`src/hdl/wbalu_pkg.sv`:
```
// shared types, operation codes and flag layout for the word/byte alu
package wbalu_pkg;

  // item kinds
  localparam logic [2:0] KIND_TWO_OP = 3'd0;
  localparam logic [2:0] KIND_ONE_OP = 3'd1;
  localparam logic [2:0] KIND_FLAGS  = 3'd2;
  localparam logic [2:0] KIND_BRANCH = 3'd3;
  localparam logic [2:0] KIND_COUNT  = 3'd4;

  // two-operand operations
  localparam logic [5:0] OP2_XCHG = 6'o00;
  localparam logic [5:0] OP2_MOV  = 6'o01;
  localparam logic [5:0] OP2_CMP  = 6'o02;
  localparam logic [5:0] OP2_BIT  = 6'o03;
  localparam logic [5:0] OP2_BIC  = 6'o04;
  localparam logic [5:0] OP2_BIS  = 6'o05;
  localparam logic [5:0] OP2_AND  = 6'o06;
  localparam logic [5:0] OP2_XOR  = 6'o07;
  localparam logic [5:0] OP2_ADD  = 6'o10;
  localparam logic [5:0] OP2_SUB  = 6'o11;

  // one-operand operations
  localparam logic [5:0] OP1_SWAB = 6'o00;
  localparam logic [5:0] OP1_CLR  = 6'o20;
  localparam logic [5:0] OP1_COM  = 6'o21;
  localparam logic [5:0] OP1_INC  = 6'o22;
  localparam logic [5:0] OP1_DEC  = 6'o23;
  localparam logic [5:0] OP1_NEG  = 6'o24;
  localparam logic [5:0] OP1_ADC  = 6'o25;
  localparam logic [5:0] OP1_SBC  = 6'o26;
  localparam logic [5:0] OP1_TST  = 6'o27;
  localparam logic [5:0] OP1_ROR  = 6'o30;
  localparam logic [5:0] OP1_ROL  = 6'o31;
  localparam logic [5:0] OP1_ASR  = 6'o32;
  localparam logic [5:0] OP1_ASL  = 6'o33;
  localparam logic [5:0] OP1_RCR  = 6'o34;
  localparam logic [5:0] OP1_RCL  = 6'o35;

  // branch conditions
  localparam logic [5:0] BR_BR   = 6'o60;
  localparam logic [5:0] BR_BNE  = 6'o61;
  localparam logic [5:0] BR_BEQ  = 6'o62;
  localparam logic [5:0] BR_BGE  = 6'o63;
  localparam logic [5:0] BR_BLT  = 6'o64;
  localparam logic [5:0] BR_BGT  = 6'o65;
  localparam logic [5:0] BR_BLE  = 6'o66;
  localparam logic [5:0] BR_BPL  = 6'o67;
  localparam logic [5:0] BR_BMI  = 6'o70;
  localparam logic [5:0] BR_BHI  = 6'o71;
  localparam logic [5:0] BR_BLOS = 6'o72;
  localparam logic [5:0] BR_BVC  = 6'o73;
  localparam logic [5:0] BR_BVS  = 6'o74;
  localparam logic [5:0] BR_BCC  = 6'o75;
  localparam logic [5:0] BR_BCS  = 6'o76;

  // condition codes, same bit order as flag_mask
  typedef struct packed {
    logic n;
    logic z;
    logic v;
    logic c;
  } flags_t;

  // one input word
  typedef struct packed {
    logic [2:0]  kind;
    logic [5:0]  op;
    logic        byte_mode;
    logic [15:0] src_value;
    logic [15:0] dst_value;
    logic [3:0]  flag_mask;
  } item_t;

  // one result word
  typedef struct packed {
    logic [15:0] result;
    logic        write_result;
    logic [15:0] src_result;
    logic        write_src;
    flags_t      flags;
    logic        branch_taken;
  } res_t;

endpackage

```
`src/hdl/wbalu_exec.sv`:
```
// single-pass alu: operation decode, arithmetic, flag update and branch test
module wbalu_exec (
  input  wbalu_pkg::item_t  item,
  input  wbalu_pkg::flags_t flags_in,
  output wbalu_pkg::res_t   res
);

  logic                byte_eff;
  logic [16:0]         a;
  logic [16:0]         d;
  logic [16:0]         sign17;
  logic [16:0]         r;
  logic                wr;
  logic                wsrc;
  logic [15:0]         srcres;
  logic [15:0]         res16;
  logic                taken;
  logic                upd_nz;
  logic                shift;
  logic                nc;
  logic                cin;
  wbalu_pkg::flags_t   fl;

  // sign bit at the operation width
  function automatic logic sign_of(input logic [16:0] x, input logic bm);
    return bm ? x[7] : x[15];
  endfunction

  // zero test at the operation width
  function automatic logic zero_of(input logic [16:0] x, input logic bm);
    return bm ? (x[7:0] == 8'h00) : (x[15:0] == 16'h0000);
  endfunction

  // bit just above the operation width
  function automatic logic carry_of(input logic [16:0] x, input logic bm);
    return bm ? x[8] : x[16];
  endfunction

  // byte results are sign-extended to a full word
  function automatic logic [15:0] widen(input logic [16:0] x, input logic bm);
    return bm ? {{8{x[7]}}, x[7:0]} : x[15:0];
  endfunction

  // swab is always a word operation
  assign byte_eff = item.byte_mode &&
                    !(item.kind == wbalu_pkg::KIND_ONE_OP && item.op == wbalu_pkg::OP1_SWAB);
  assign a      = byte_eff ? {9'd0, item.src_value[7:0]} : {1'b0, item.src_value};
  assign d      = byte_eff ? {9'd0, item.dst_value[7:0]} : {1'b0, item.dst_value};
  assign sign17 = byte_eff ? 17'h00080 : 17'h08000;
  assign cin    = flags_in.c;

  // operation decode and flag update
  always_comb begin
    r      = '0;
    wr     = 1'b0;
    wsrc   = 1'b0;
    srcres = '0;
    res16  = '0;
    taken  = 1'b0;
    upd_nz = 1'b0;
    shift  = 1'b0;
    nc     = 1'b0;
    fl     = flags_in;

    unique case (item.kind)
      wbalu_pkg::KIND_TWO_OP: begin
        wr     = 1'b1;
        upd_nz = 1'b1;
        fl.v   = 1'b0;
        case (item.op)
          wbalu_pkg::OP2_XCHG: begin
            r      = a;
            srcres = widen(d, byte_eff);
            wsrc   = 1'b1;
          end
          wbalu_pkg::OP2_MOV: r = a;
          wbalu_pkg::OP2_CMP: begin
            r    = a - d;
            wr   = 1'b0;
            fl.v = sign_of((a ^ d) & ~(d ^ r), byte_eff);
            fl.c = carry_of(r, byte_eff);
          end
          wbalu_pkg::OP2_BIT: begin
            r  = d & a;
            wr = 1'b0;
          end
          wbalu_pkg::OP2_BIC: r = d & ~a;
          wbalu_pkg::OP2_BIS: r = d | a;
          wbalu_pkg::OP2_AND: r = d & a;
          wbalu_pkg::OP2_XOR: r = d ^ a;
          wbalu_pkg::OP2_ADD: begin
            r    = d + a;
            fl.v = sign_of(~(a ^ d) & (d ^ r), byte_eff);
            fl.c = carry_of(r, byte_eff);
          end
          wbalu_pkg::OP2_SUB: begin
            r    = d - a;
            fl.v = sign_of((a ^ d) & ~(a ^ r), byte_eff);
            fl.c = carry_of(r, byte_eff);
          end
          default: begin
            // unknown operation leaves everything alone
            wr     = 1'b0;
            upd_nz = 1'b0;
            fl     = flags_in;
          end
        endcase
        if (wr) begin
          res16 = widen(r, byte_eff);
        end
      end

      wbalu_pkg::KIND_ONE_OP: begin
        wr     = 1'b1;
        upd_nz = 1'b1;
        case (item.op)
          wbalu_pkg::OP1_SWAB: begin
            r      = {1'b0, d[7:0], d[15:8]};
            upd_nz = 1'b0;
            fl.n   = r[7];
            fl.z   = (r[7:0] == 8'h00);
            fl.v   = 1'b0;
            fl.c   = 1'b0;
          end
          wbalu_pkg::OP1_CLR: begin
            r    = '0;
            fl.v = 1'b0;
            fl.c = 1'b0;
          end
          wbalu_pkg::OP1_COM: begin
            r    = ~d;
            fl.v = 1'b0;
            fl.c = 1'b1;
          end
          wbalu_pkg::OP1_INC: begin
            r    = d + 17'd1;
            fl.v = sign_of(~d & r, byte_eff);
          end
          wbalu_pkg::OP1_DEC: begin
            r    = d - 17'd1;
            fl.v = sign_of(d & ~r, byte_eff);
          end
          wbalu_pkg::OP1_NEG: begin
            r    = (17'd0 - d) & (byte_eff ? 17'h000FF : 17'h0FFFF);
            fl.v = (r == sign17);
            fl.c = (r != 17'd0);
          end
          wbalu_pkg::OP1_ADC: begin
            r    = d + {16'd0, cin};
            fl.v = sign_of(~d & r, byte_eff);
            fl.c = carry_of(r, byte_eff);
          end
          wbalu_pkg::OP1_SBC: begin
            r    = d - {16'd0, cin};
            fl.v = sign_of(d & ~r, byte_eff);
            fl.c = carry_of(r, byte_eff);
          end
          wbalu_pkg::OP1_TST: begin
            r    = d;
            fl.v = 1'b0;
            fl.c = 1'b0;
          end
          wbalu_pkg::OP1_ROR: begin
            shift = 1'b1;
            nc    = d[0];
            r     = (d >> 1) | (cin ? sign17 : 17'd0);
          end
          wbalu_pkg::OP1_ROL: begin
            shift = 1'b1;
            nc    = sign_of(d, byte_eff);
            r     = (d << 1) | {16'd0, cin};
          end
          wbalu_pkg::OP1_ASR: begin
            shift = 1'b1;
            nc    = d[0];
            r     = (d >> 1) | (d & sign17);
          end
          wbalu_pkg::OP1_ASL: begin
            shift = 1'b1;
            nc    = sign_of(d, byte_eff);
            r     = d << 1;
          end
          wbalu_pkg::OP1_RCR: begin
            shift = 1'b1;
            nc    = d[0];
            r     = (d >> 1) | (d[0] ? sign17 : 17'd0);
          end
          wbalu_pkg::OP1_RCL: begin
            shift = 1'b1;
            nc    = sign_of(d, byte_eff);
            r     = (d << 1) | {16'd0, nc};
          end
          default: begin
            wr     = 1'b0;
            upd_nz = 1'b0;
          end
        endcase
        // shifts and rotates: v is n xor the bit shifted out
        if (shift) begin
          fl.v = sign_of(r, byte_eff) ^ nc;
          fl.c = nc;
        end
        if (wr) begin
          res16 = widen(r, byte_eff);
        end
      end

      wbalu_pkg::KIND_FLAGS: begin
        if (item.byte_mode) begin
          fl = wbalu_pkg::flags_t'(flags_in | item.flag_mask);
        end else begin
          fl = wbalu_pkg::flags_t'(flags_in & ~item.flag_mask);
        end
      end

      wbalu_pkg::KIND_BRANCH: begin
        unique case (item.op)
          wbalu_pkg::BR_BR:   taken = 1'b1;
          wbalu_pkg::BR_BNE:  taken = !flags_in.z;
          wbalu_pkg::BR_BEQ:  taken = flags_in.z;
          wbalu_pkg::BR_BGE:  taken = (flags_in.n == flags_in.v);
          wbalu_pkg::BR_BLT:  taken = (flags_in.n != flags_in.v);
          wbalu_pkg::BR_BGT:  taken = !(flags_in.z || (flags_in.n != flags_in.v));
          wbalu_pkg::BR_BLE:  taken = flags_in.z || (flags_in.n != flags_in.v);
          wbalu_pkg::BR_BPL:  taken = !flags_in.n;
          wbalu_pkg::BR_BMI:  taken = flags_in.n;
          wbalu_pkg::BR_BHI:  taken = !(flags_in.z || flags_in.c);
          wbalu_pkg::BR_BLOS: taken = flags_in.z || flags_in.c;
          wbalu_pkg::BR_BVC:  taken = !flags_in.v;
          wbalu_pkg::BR_BVS:  taken = flags_in.v;
          wbalu_pkg::BR_BCC:  taken = !flags_in.c;
          wbalu_pkg::BR_BCS:  taken = flags_in.c;
          default:            taken = 1'b0;
        endcase
      end

      wbalu_pkg::KIND_COUNT: begin
        // count-down is always word wide, flags untouched
        res16 = item.dst_value - 16'd1;
        wr    = 1'b1;
        taken = (res16 != 16'd0);
      end

      default: begin
      end
    endcase

    if (upd_nz) begin
      fl.n = sign_of(r, byte_eff);
      fl.z = zero_of(r, byte_eff);
    end
  end

  assign res.result       = res16;
  assign res.write_result = wr;
  assign res.src_result   = srcres;
  assign res.write_src    = wsrc;
  assign res.flags        = fl;
  assign res.branch_taken = taken;

endmodule

```
`src/hdl/wbalu_out_stage.sv`:
```
// output register: holds one result word until the receiver takes it
module wbalu_out_stage (
  input  logic             clk,
  input  logic             rst,
  input  logic             load_valid,
  input  wbalu_pkg::res_t  load_data,
  input  logic             out_stall,
  output logic             ready,
  output logic             out_valid,
  output wbalu_pkg::res_t  out_data
);

  // free when empty or the held word leaves this cycle
  assign ready = !out_valid || !out_stall;

  // valid flag
  always_ff @(posedge clk) begin
    if (rst) begin
      out_valid <= 1'b0;
    end else if (ready) begin
      out_valid <= load_valid;
    end
  end

  // payload
  always_ff @(posedge clk) begin
    if (ready && load_valid) begin
      out_data <= load_data;
    end
  end

endmodule

```
`src/hdl/word_byte_alu_with_condition_codes_top.sv`:
```
// top level: input register, flag register, alu and output register
//
// Word/byte ALU with N, Z, V, C condition codes.
// Input channel: in_valid / in_stall with kind, op, byte_mode, src_value,
// dst_value and flag_mask; a word is taken when in_valid is high and
// in_stall is low. Output channel: out_valid / out_stall with result,
// write_result, src_result, write_src, the four flags and branch_taken;
// one result word leaves for every input word, in order.
// A taken word sits in the input register, passes the alu and lands in the
// output register, where out_valid rises. Throughput is one word per cycle
// while the receiver does not stall; the loop through the flag register
// closes through the combinational alu, so every word sees the flags left by
// the word before it.
// Reset clears both valid flags and all condition codes.
// While the receiver stalls, the output register holds its word and the
// input register can still take one more; in_stall rises only when both
// are full.
module word_byte_alu_with_condition_codes_top (
  input  logic        clk,
  input  logic        rst,
  input  logic        in_valid,
  output logic        in_stall,
  input  logic [2:0]  kind,
  input  logic [5:0]  op,
  input  logic        byte_mode,
  input  logic [15:0] src_value,
  input  logic [15:0] dst_value,
  input  logic [3:0]  flag_mask,
  output logic        out_valid,
  input  logic        out_stall,
  output logic [15:0] result,
  output logic        write_result,
  output logic [15:0] src_result,
  output logic        write_src,
  output logic        flag_n,
  output logic        flag_z,
  output logic        flag_v,
  output logic        flag_c,
  output logic        branch_taken
);

  logic               s1_valid;
  logic               s1_valid_next;
  wbalu_pkg::item_t   s1_item;
  wbalu_pkg::flags_t  flags;
  wbalu_pkg::res_t    exec_res;
  wbalu_pkg::res_t    out_data;
  logic               out_ready;
  logic               accept;
  logic               advance;

  // handshake
  assign advance  = s1_valid && out_ready;
  assign in_stall = s1_valid && !out_ready;
  assign accept   = in_valid && !in_stall;

  always_comb begin
    s1_valid_next = s1_valid;
    if (accept) begin
      s1_valid_next = 1'b1;
    end else if (advance) begin
      s1_valid_next = 1'b0;
    end
  end

  // input register
  always_ff @(posedge clk) begin
    if (rst) begin
      s1_valid <= 1'b0;
    end else begin
      s1_valid <= s1_valid_next;
    end
  end

  always_ff @(posedge clk) begin
    if (accept) begin
      s1_item <= '{kind: kind, op: op, byte_mode: byte_mode, src_value: src_value,
                   dst_value: dst_value, flag_mask: flag_mask};
    end
  end

  // condition codes follow each word as it leaves the alu
  always_ff @(posedge clk) begin
    if (rst) begin
      flags <= '0;
    end else if (advance) begin
      flags <= exec_res.flags;
    end
  end

  wbalu_exec u_exec (
    .item     (s1_item),
    .flags_in (flags),
    .res      (exec_res)
  );

  wbalu_out_stage u_out (
    .clk        (clk),
    .rst        (rst),
    .load_valid (s1_valid),
    .load_data  (exec_res),
    .out_stall  (out_stall),
    .ready      (out_ready),
    .out_valid  (out_valid),
    .out_data   (out_data)
  );

  // result ports
  assign result       = out_data.result;
  assign write_result = out_data.write_result;
  assign src_result   = out_data.src_result;
  assign write_src    = out_data.write_src;
  assign flag_n       = out_data.flags.n;
  assign flag_z       = out_data.flags.z;
  assign flag_v       = out_data.flags.v;
  assign flag_c       = out_data.flags.c;
  assign branch_taken = out_data.branch_taken;

`ifndef NO_ASSERTIONS
  // flags move only when a word passes the alu
  a_flags_hold: assert property (@(posedge clk) disable iff (rst)
    !advance |=> $stable(flags))
    else $error("condition codes changed with no word in the alu");

  // input side stalls only when the input register is occupied
  a_stall_full: assert property (@(posedge clk) disable iff (rst)
    in_stall |-> s1_valid)
    else $error("input stalled with an empty input register");

  // exchange always writes the destination too
  a_xchg_writes: assert property (@(posedge clk) disable iff (rst)
    out_valid && write_src |-> write_result)
    else $error("source write without destination write");

  // a written result with branch taken is a count-down with nonzero count
  a_count_nonzero: assert property (@(posedge clk) disable iff (rst)
    out_valid && branch_taken && write_result |-> result != 16'd0)
    else $error("count-down branch taken on zero count");
`endif

endmodule
```
`config.mk`:
```
export PLATFORM = sky130hd
export DESIGN_NAME = word_byte_alu_with_condition_codes_top
export DESIGN_NICKNAME = d
export VERILOG_FILES = /design/src/hdl/wbalu_pkg.sv /design/src/hdl/wbalu_exec.sv /design/src/hdl/wbalu_out_stage.sv /design/src/hdl/word_byte_alu_with_condition_codes_top.sv
export SDC_FILE = /design/constraint.sdc
export NUM_CORES = 1
export LEC_CHECK = 0
export BUFFER_PORTS_ARGS = -buffer_cell sky130_fd_sc_hd__buf_2
export CAP_MARGIN = 10
export CORE_ASPECT_RATIO = 1.1
export CORE_UTILIZATION = 40
export DETAILED_ROUTE_END_ITERATION = 8
export PLACE_DENSITY_LB_ADDON = 0.12
export SLEW_MARGIN = 15
export SYNTH_ARGS = -nofsm -noshare
export SYNTH_HDL_FRONTEND = slang
export SYNTH_HIERARCHICAL = 1
export SYNTH_SLANG_ARGS = --single-unit
```
`constraint.sdc`:
```
create_clock -name clk -period 6.27 [get_ports clk]
set_input_delay 0.627 -clock clk [delete_from_list [all_inputs] [get_ports clk]]
set_output_delay 0.627 -clock clk [all_outputs]
set_load 0.02 [all_outputs]
```
* After elaboration in Yosys (flattened, before gate mapping)
Cells that the tools add are included.
** Word-level totals
- Register bits :: 91
- Input port bits :: 50
- Output and inout port bits :: 41
- Logic and storage cells :: 204
** Operators by class
- Add/sub/neg operators :: 9
- Equality and inequality tests :: 45
- Multiplexer cells :: 57
- Bitwise gates (word level) :: 32
- Reductions and logical operators :: 40
** Operator list (count)
- $pmux 16 s14 :: 1
- $mux 16 :: 12
- $and 16x16->16 :: 10
- $pmux 16 s8 :: 1
- $not 16->16 :: 7
- $eq 6x6->1 const B :: 15
- $eq 6x5->1 const B :: 14
- $xor 16x16->16 :: 4
- $or 15x16->16 :: 3
- $pmux 16 s3 :: 1
- $sub 16x16->17 :: 2
- $or 16x1->16 :: 2
- $pmux 16 s2 :: 1
- $sub 16x1->16 const B :: 2
- $mux 1 :: 28
- $eq 6x3->1 const B :: 4
- $add 16x1->17 :: 1
- $add 16x16->17 :: 1
- $and 17x16->17 :: 1
- $eq 17x16->1 :: 1
- $reduce_bool 17->1 :: 1
- $sub 1x16->17 const A :: 1
- $sub 16x1->17 :: 1
- $add 16x1->16 const B :: 1
- other kinds (41) :: 68

* Longest topological paths before layout
Gate-level depths: netlist of run 1.
- Depth after elaboration :: 14
- Mapped depth :: 22
- Depth with buffers taken out :: 17

* Hierarchy
The synthesis of run 1 kept the hierarchy.
** By module, submodules not included
- wbalu_exec :: times used 1, cells an instance 1276, area each 8175.3 um2, seq. area each 0.0 um2
- word_byte_alu_with_condition_codes_top :: times used 1, cells an instance 68, area each 1614.0 um2, seq. area each 1481.4 um2
- wbalu_out_stage :: times used 1, cells an instance 44, area each 1209.9 um2, seq. area each 1191.1 um2

* Worst setup path before layout of run 1
No wires, ideal clock.
- Kind :: register -> register
- Start :: reg s1_item[42] (netlist name)
- End :: reg flags[2] (netlist name)
- Setup time :: 0.070 ns
- Arrival :: 4.856 ns
- Required time :: 6.200 ns
- Path slack :: 1.344 ns
- Stages on the path, launching flop included :: 22
- Buffers on the path :: 6
- Period minus slack after synthesis :: 4.926 ns
- Cell sequence :: edfxtp_1 buf_6 or4_1 buf_2 o31ai_4 buf_6 buf_6 clkbuf_1 nand2_1 ha_1 clkbuf_1 nor2b_1 o311ai_0 o41ai_1 o2111ai_1 o211ai_1 mux2i_1 a31oi_2 o31ai_2 o2bb2ai_1 nand3_1 a21oi_1
** RTL lines
- start, declared :: line word_byte_alu_with_condition_codes_top.sv:44 : wbalu_pkg::item_t s1_item;
- start signal, assigned :: line word_byte_alu_with_condition_codes_top.sv:77 : s1_item <= '{kind: kind, op: op, byte_mode: byte_mode, src_value: src_value,
- end signal, assigned :: line word_byte_alu_with_condition_codes_top.sv:87 : flags <= exec_res.flags;
- end, declared :: line word_byte_alu_with_condition_codes_top.sv:45 : wbalu_pkg::flags_t flags;

==> metrics, run 1 <==
DRC violations left=0; Pins Over Slew Limit=0; share of cells above drive strength 1=15.3%; IO Pins=91; Slew headroom=7.07%; PortBufs=90; Die W=160 um; GP Congestion=1.01; GRT Total Usage=36.4%; fin util=45.3%; Max Clk Rate=181 MHz; Compound-Gate Fraction of Synth Area=30.4%; drt via density=6.83; Setup Fix Bufs, Post-CTS=0; VDD IR max=0.214 mV; Setup crit end kind=flop; Non-Filler Instances=1,811; vias in the first global route=11,520; Post-Layout Inst Area=0.0122 mm2; Simple-Gate Fraction of Synth Area=24.2%; clk_skew=0.0128 ns; Avg Synthesized Cell Area=7.92 um2; sequential cell area fraction in the yosys report=24.3%; fin crit period=5.51 ns; syn nets=1,516; Floorplan Core Area=0.0270 mm2; hold_buf cts=0; status=finished clean; slew at the pin closest to its max-slew limit=1.37 ns; Synth area leader=edfxtp_1; CP cell instances=buf_4, or3b_2, o31ai_4, buf_4, and2_1, ha_1, inv_1, o311ai_0, o41ai_1, o2111ai_1, o211ai_1, mux2i_1, a31oi_2, o31ai_2, o2bb2ai_1, nand3_1, a21oi_1; cts repair resizes=0; clock transition at the registers of the reported paths=0.07 ns; Area after DPL=0.0119 mm2; max-cap violations=0; largest family of logic cells by synthesized area=compound AO/OA/AOI/OAI gates; Clk Latency, worst-skew pair=0.36 ns; Synth async-reset ratio=0%; post-synthesis xor/xnor area fraction=3.74%; Root Buffer=clkbuf_16; Cells after Synth=1,388; Arr. time, crit path=5.81 ns; placed cells=1,794; die footprint=0.0282 mm2; Setup WS pre-CTS=0.981 ns; CTS Buffer Depth=2; WS Path Type=flop to flop; initial antenna violation count=4; Clock H-tree levels=3; distinct cell type count after synthesis=102; row cnt=63; CP dominant cell by count=buf_4; Largest stage delay, worst path=0.74 ns; via count=12,368; DRT Wirelength=51,800 um; TritonCTS Buffers=9; top cells by area, synth=edfxtp_1, ha_1, a21oi_1, nand2_1, nor2_1; PnR worst setup slack=0.759 ns; RSZ-0062 raised after global routing=false; Setup crit start kind=flop; Final nets=1,576; Initial Util=40.8%; period utilization=87.9%; PwrDens=159 mW/mm2; Data required, critical path=6.56 ns; post-synthesis mux area share=1.76%; DRT Pass-1 Iters=9; Crit Path Max Fanout=13; Iteration-0 DRC Markers=1,661; EDFF count, synth=85; Hold Crit Class=primary input to flop; total gr overflow=0; Sum Neg Setup Slack=0 ns; CTS Sinks=91; most frequent cells in the layout=nand2_1, nor2_1, a21oi_1; largest net degree at the start of global routing=47; Top FF cell, synth=edfxtp_1; DIE HEIGHT=176 um; drt wl/cell=28.6 um; Syn Std Cell Area=0.0110 mm2; HPWL Detailed=38,300 um; post-synth top area share=23.2%; #FFs+latches synth=91; endpoints failing hold=0; antenna viol nets, final=0; wire length of the first global-routing pass=75,700 um; Yosys warning total=6; P&R area growth vs syn=11.0%; post-synthesis adder-cell area fraction=9.35%; final setup fails=0; Worst path slowest cell=o41ai_1; Leak=4.48 nW; CTS tree=done; worst hold slack=0.436 ns; Final Power=1.94 mW
worst paths after layout:
kind	from	endpoint	slack, ns	depth (start not counted)
hold / removal	dst_value[4]	s1_item[8]	0.44	1
hold reg to reg	u_out/out_valid	u_out/out_valid	0.52	2
setup / recovery	s1_item[44]	flags[2]	0.76	17
setup reg to reg	s1_item[44]	flags[2]	0.76	17
critical path: cells and delay by family (launching register included):
kind	cells	cell delay (ns)
DFF	1	0.35
muxes	1	0.30
adders and majority gates	1	0.31
and+or+nand+nor	3	1.19
AOI/OAI and AO/OA	9	2.61
buffers and inverters	3	0.67
cells by family after synthesis:
group / count (synthesis)
mux: 19
xor+xnor: 47
fa+ha+maj: 81
simple gates: 515
compound gates: 476
buf+inv: 159
flops: 91
metal layers:
metal / vias to the layer above / routed length, um / track usage, %
met3: 199 / 5730 / 7.67
li1: 5439 / - / -
met1: 5825 / 21800 / 50.3
met4: 6 / 3010 / 19.9
met5: - / 34 / 0
met2: 899 / 21300 / 52.6
power by group:
part | internal (mW) | switching, mW | total, mW
Combinational | 0.222 | 0.464 | 0.687
Sequential | 0.701 | 0.0324 | 0.733
Clock | 0.271 | 0.251 | 0.522
sequential cells by signal, summed over array words and instances (netlist names):
register         flops
u_out/out_data      39
u_out/out_valid      1
s1_valid             1
s1_item             46
flags                4
layout make-up:
class,count,area [um2]
repair buffers,153,923
clock inverters,7,53.8
flip-flops and latches,91,2670
multi-input cells,1138,7680
diodes,1,2.50
inverters,55,206
fillers,2798,14700
clock buffers,9,225
well taps,357,447
cell usage after synthesis, types with 17 or more instances:
library cell    n
a31oi_1        22
a21oi_1       105
nor3_1         50
nor4_1         17
ha_1           75
buf_2          18
nor2_1        124
o21ai_0        69
clkbuf_1       69
nor2b_1        25
a211oi_1       28
xnor2_1        40
o221ai_1       19
or3_1          17
edfxtp_1       85
inv_1          48
nand2b_1       17
o22ai_1        34
nand2_1       124
nand3_1        43
nand4_1        20
Note: power is estimated with default switching activity, not from simulation.
==> run 2, diff against run 1 <==
--- a/config.mk
+++ b/config.mk
@@ -9,8 +9,10 @@
 export CAP_MARGIN = 10
 export CORE_ASPECT_RATIO = 1.1
 export CORE_UTILIZATION = 40
+export CTS_CLUSTER_SIZE = 12
 export DETAILED_ROUTE_END_ITERATION = 8
 export PLACE_DENSITY_LB_ADDON = 0.12
+export RECOVER_POWER = 25
 export SLEW_MARGIN = 15
 export SYNTH_ARGS = -nofsm -noshare
 export SYNTH_HDL_FRONTEND = slang
==> metrics, run 2 (synthesized netlist as in run 1, its figures left out) <==
max-cap violations=0; sw frac=38.5%; Comb pwr share=35.3%; GRT Total Usage=36.4%; max reg flops=46; via count=12,410; IO Pins=91; Die W=160 um; vias in the first global route=11,520; drt via density=6.86; largest reg by FF count=s1_item; worst setup path end=flags[2]; endpoints failing hold=0; Clk Latency, worst-skew pair=0.36 ns; GP Congestion=1.01; cell count of the worst reg-to-reg path=17; Sum Neg Setup Slack=0 ns; total gr overflow=0; Data required, critical path=6.56 ns; wire length of the first global-routing pass=75,700 um; fillers=2,803; reg2reg end=flags[2]; VDD IR max=0.214 mV; multi-input logic area=0.00767 mm2; worst hold slack=0.437 ns; Clock H-tree levels=3; Final nets=1,576; die footprint=0.0282 mm2; Max Clk Rate=182 MHz; Leak=4.46 nW; DIE HEIGHT=176 um; r2r startpoint=s1_item[44]; Iteration-0 DRC Markers=1,650; final setup fails=0; WS Path Type=flop to flop; Clock power frac=26.9%; TritonCTS Buffers=9; Int Pwr=1.19 mW; PwrDens=159 mW/mm2; period utilization=87.7%; Setup Fix Bufs, Post-CTS=0; CTS Buffer Depth=2; Floorplan Core Area=0.0270 mm2; DRC violations left=0; row cnt=63; PortBufs=90; Crit. Startpoint=s1_item[44]; drt wl/cell=28.6 um; biggest regs=s1_item x46, u_out/out_data x39, flags x4; initial antenna violation count=4; cts repair resizes=0; hold_buf cts=0; share of cells above drive strength 1=14.9%; diode count=0; Arr. time, crit path=5.79 ns; antenna viol nets, final=0; DRT Pass-1 Iters=6; HPWL Detailed=38,300 um; Setup crit start kind=flop; RSZ-0062 raised after global routing=false; Seq pwr share=37.8%; status=finished clean; Sw Pwr=747 uW; Root Buffer=clkbuf_16; Pins Over Slew Limit=0; CTS tree=done; Initial Util=40.8%; Reg area=0.00267 mm2; slew at the pin closest to its max-slew limit=1.40 ns; Crit Path Max Fanout=13; largest net degree at the start of global routing=47; clk_skew=0.0128 ns; clock transition at the registers of the reported paths=0.07 ns; most frequent cells in the layout=nand2_1, nor2_1, a21oi_1; Setup crit end kind=flop; CTS Sinks=91; r2r setup slk=0.77 ns; P&R area growth vs syn=10.9%; fin crit period=5.50 ns; DRT Wirelength=51,800 um; Slew headroom=5.45%; Hold Crit Class=primary input to flop
run 2: cell types whose count changed in the layout (fill, tap and decap cells not counted):
| cell | change |
|---|---|
| nor2b_1 | +1 |
| clkbuf_1 | +6 |
| diode_2 | -1 |
| nor2b_4 | -1 |
| buf_2 | -6 |
run 2: final cells by class:
cell class              instances  area share (%)
well taps                     357            3.66
clock inverters                 7           0.441
inverters                      55            1.69
clock buffers                   9            1.85
flip-flops and latches         91            21.9
multi-input cells            1138            62.9
repair buffers                153            7.51
run 2: through the flow:
step | utilization (%) | cell area [um2] | total power [mW] | std cells | worst slack (ns)
CTS | 45.3 | 12200 | 1.93 | 1810 | 0.959
global route | 45.2 | 12200 | 2.02 | 1810 | 0.477
finish | 45.2 | 12200 | 1.94 | 1810 | 0.771
floorplan | - | 11000 | 1.17 | 1388 | 1.34
global placement | 44.2 | 11900 | 1.41 | 1794 | 1.02
detailed placement | 44.2 | 11900 | 1.40 | 1794 | 0.981
run 2: power by group through the flow:
stage / registers, mW / logic [mW] / clock network (mW)
2_1_floorplan: 0.752 / 0.420 / 0
3_3_place_gp: 0.746 / 0.664 / 0
3_5_place_dp: 0.745 / 0.659 / 0
4_1_cts: 0.732 / 0.664 / 0.538
5_1_grt: 0.737 / 0.726 / 0.557
6_report: 0.734 / 0.685 / 0.522
run 2: worst min-delay path by stage:
stage,startpoint,end,cells past startpoint
5_1_grt,src_value[4],s1_item[24],1
3_3_place_gp,u_out/out_valid,u_out/out_valid,2
6_report,dst_value[4],s1_item[8],1
4_1_cts,src_value[4],s1_item[24],1
2_1_floorplan,s1_valid,u_out/out_valid,2
3_5_place_dp,u_out/out_valid,u_out/out_valid,2
run 2: worst max-delay path: stages (launching register included):
cell and delay [ns]:
edfxtp_1 0.35, buf_4 0.17, or3b_2 0.68, o31ai_4 0.44, buf_4 0.30, and2_1 0.41, ha_1 0.31, inv_1 0.19
o311ai_0 0.24, o41ai_1 0.73, o2111ai_1 0.22, o211ai_1 0.16, mux2i_1 0.29, a31oi_2 0.16, o31ai_2 0.33, o2bb2ai_1 0.18
nand3_1 0.10, a21oi_1 0.13
run 2: layer usage:
| layer | GRT usage, % | up-vias | part of all wire, % |
|---|---|---|---|
| met1 | 50.3 | 5870 | 41 |
| met5 | 0 | - | 0.066 |
| met4 | 19.9 | 6 | 5.9 |
| met3 | 7.67 | 194 | 12 |
| met2 | 52.6 | 899 | 41 |
| li1 | - | 5441 | - |
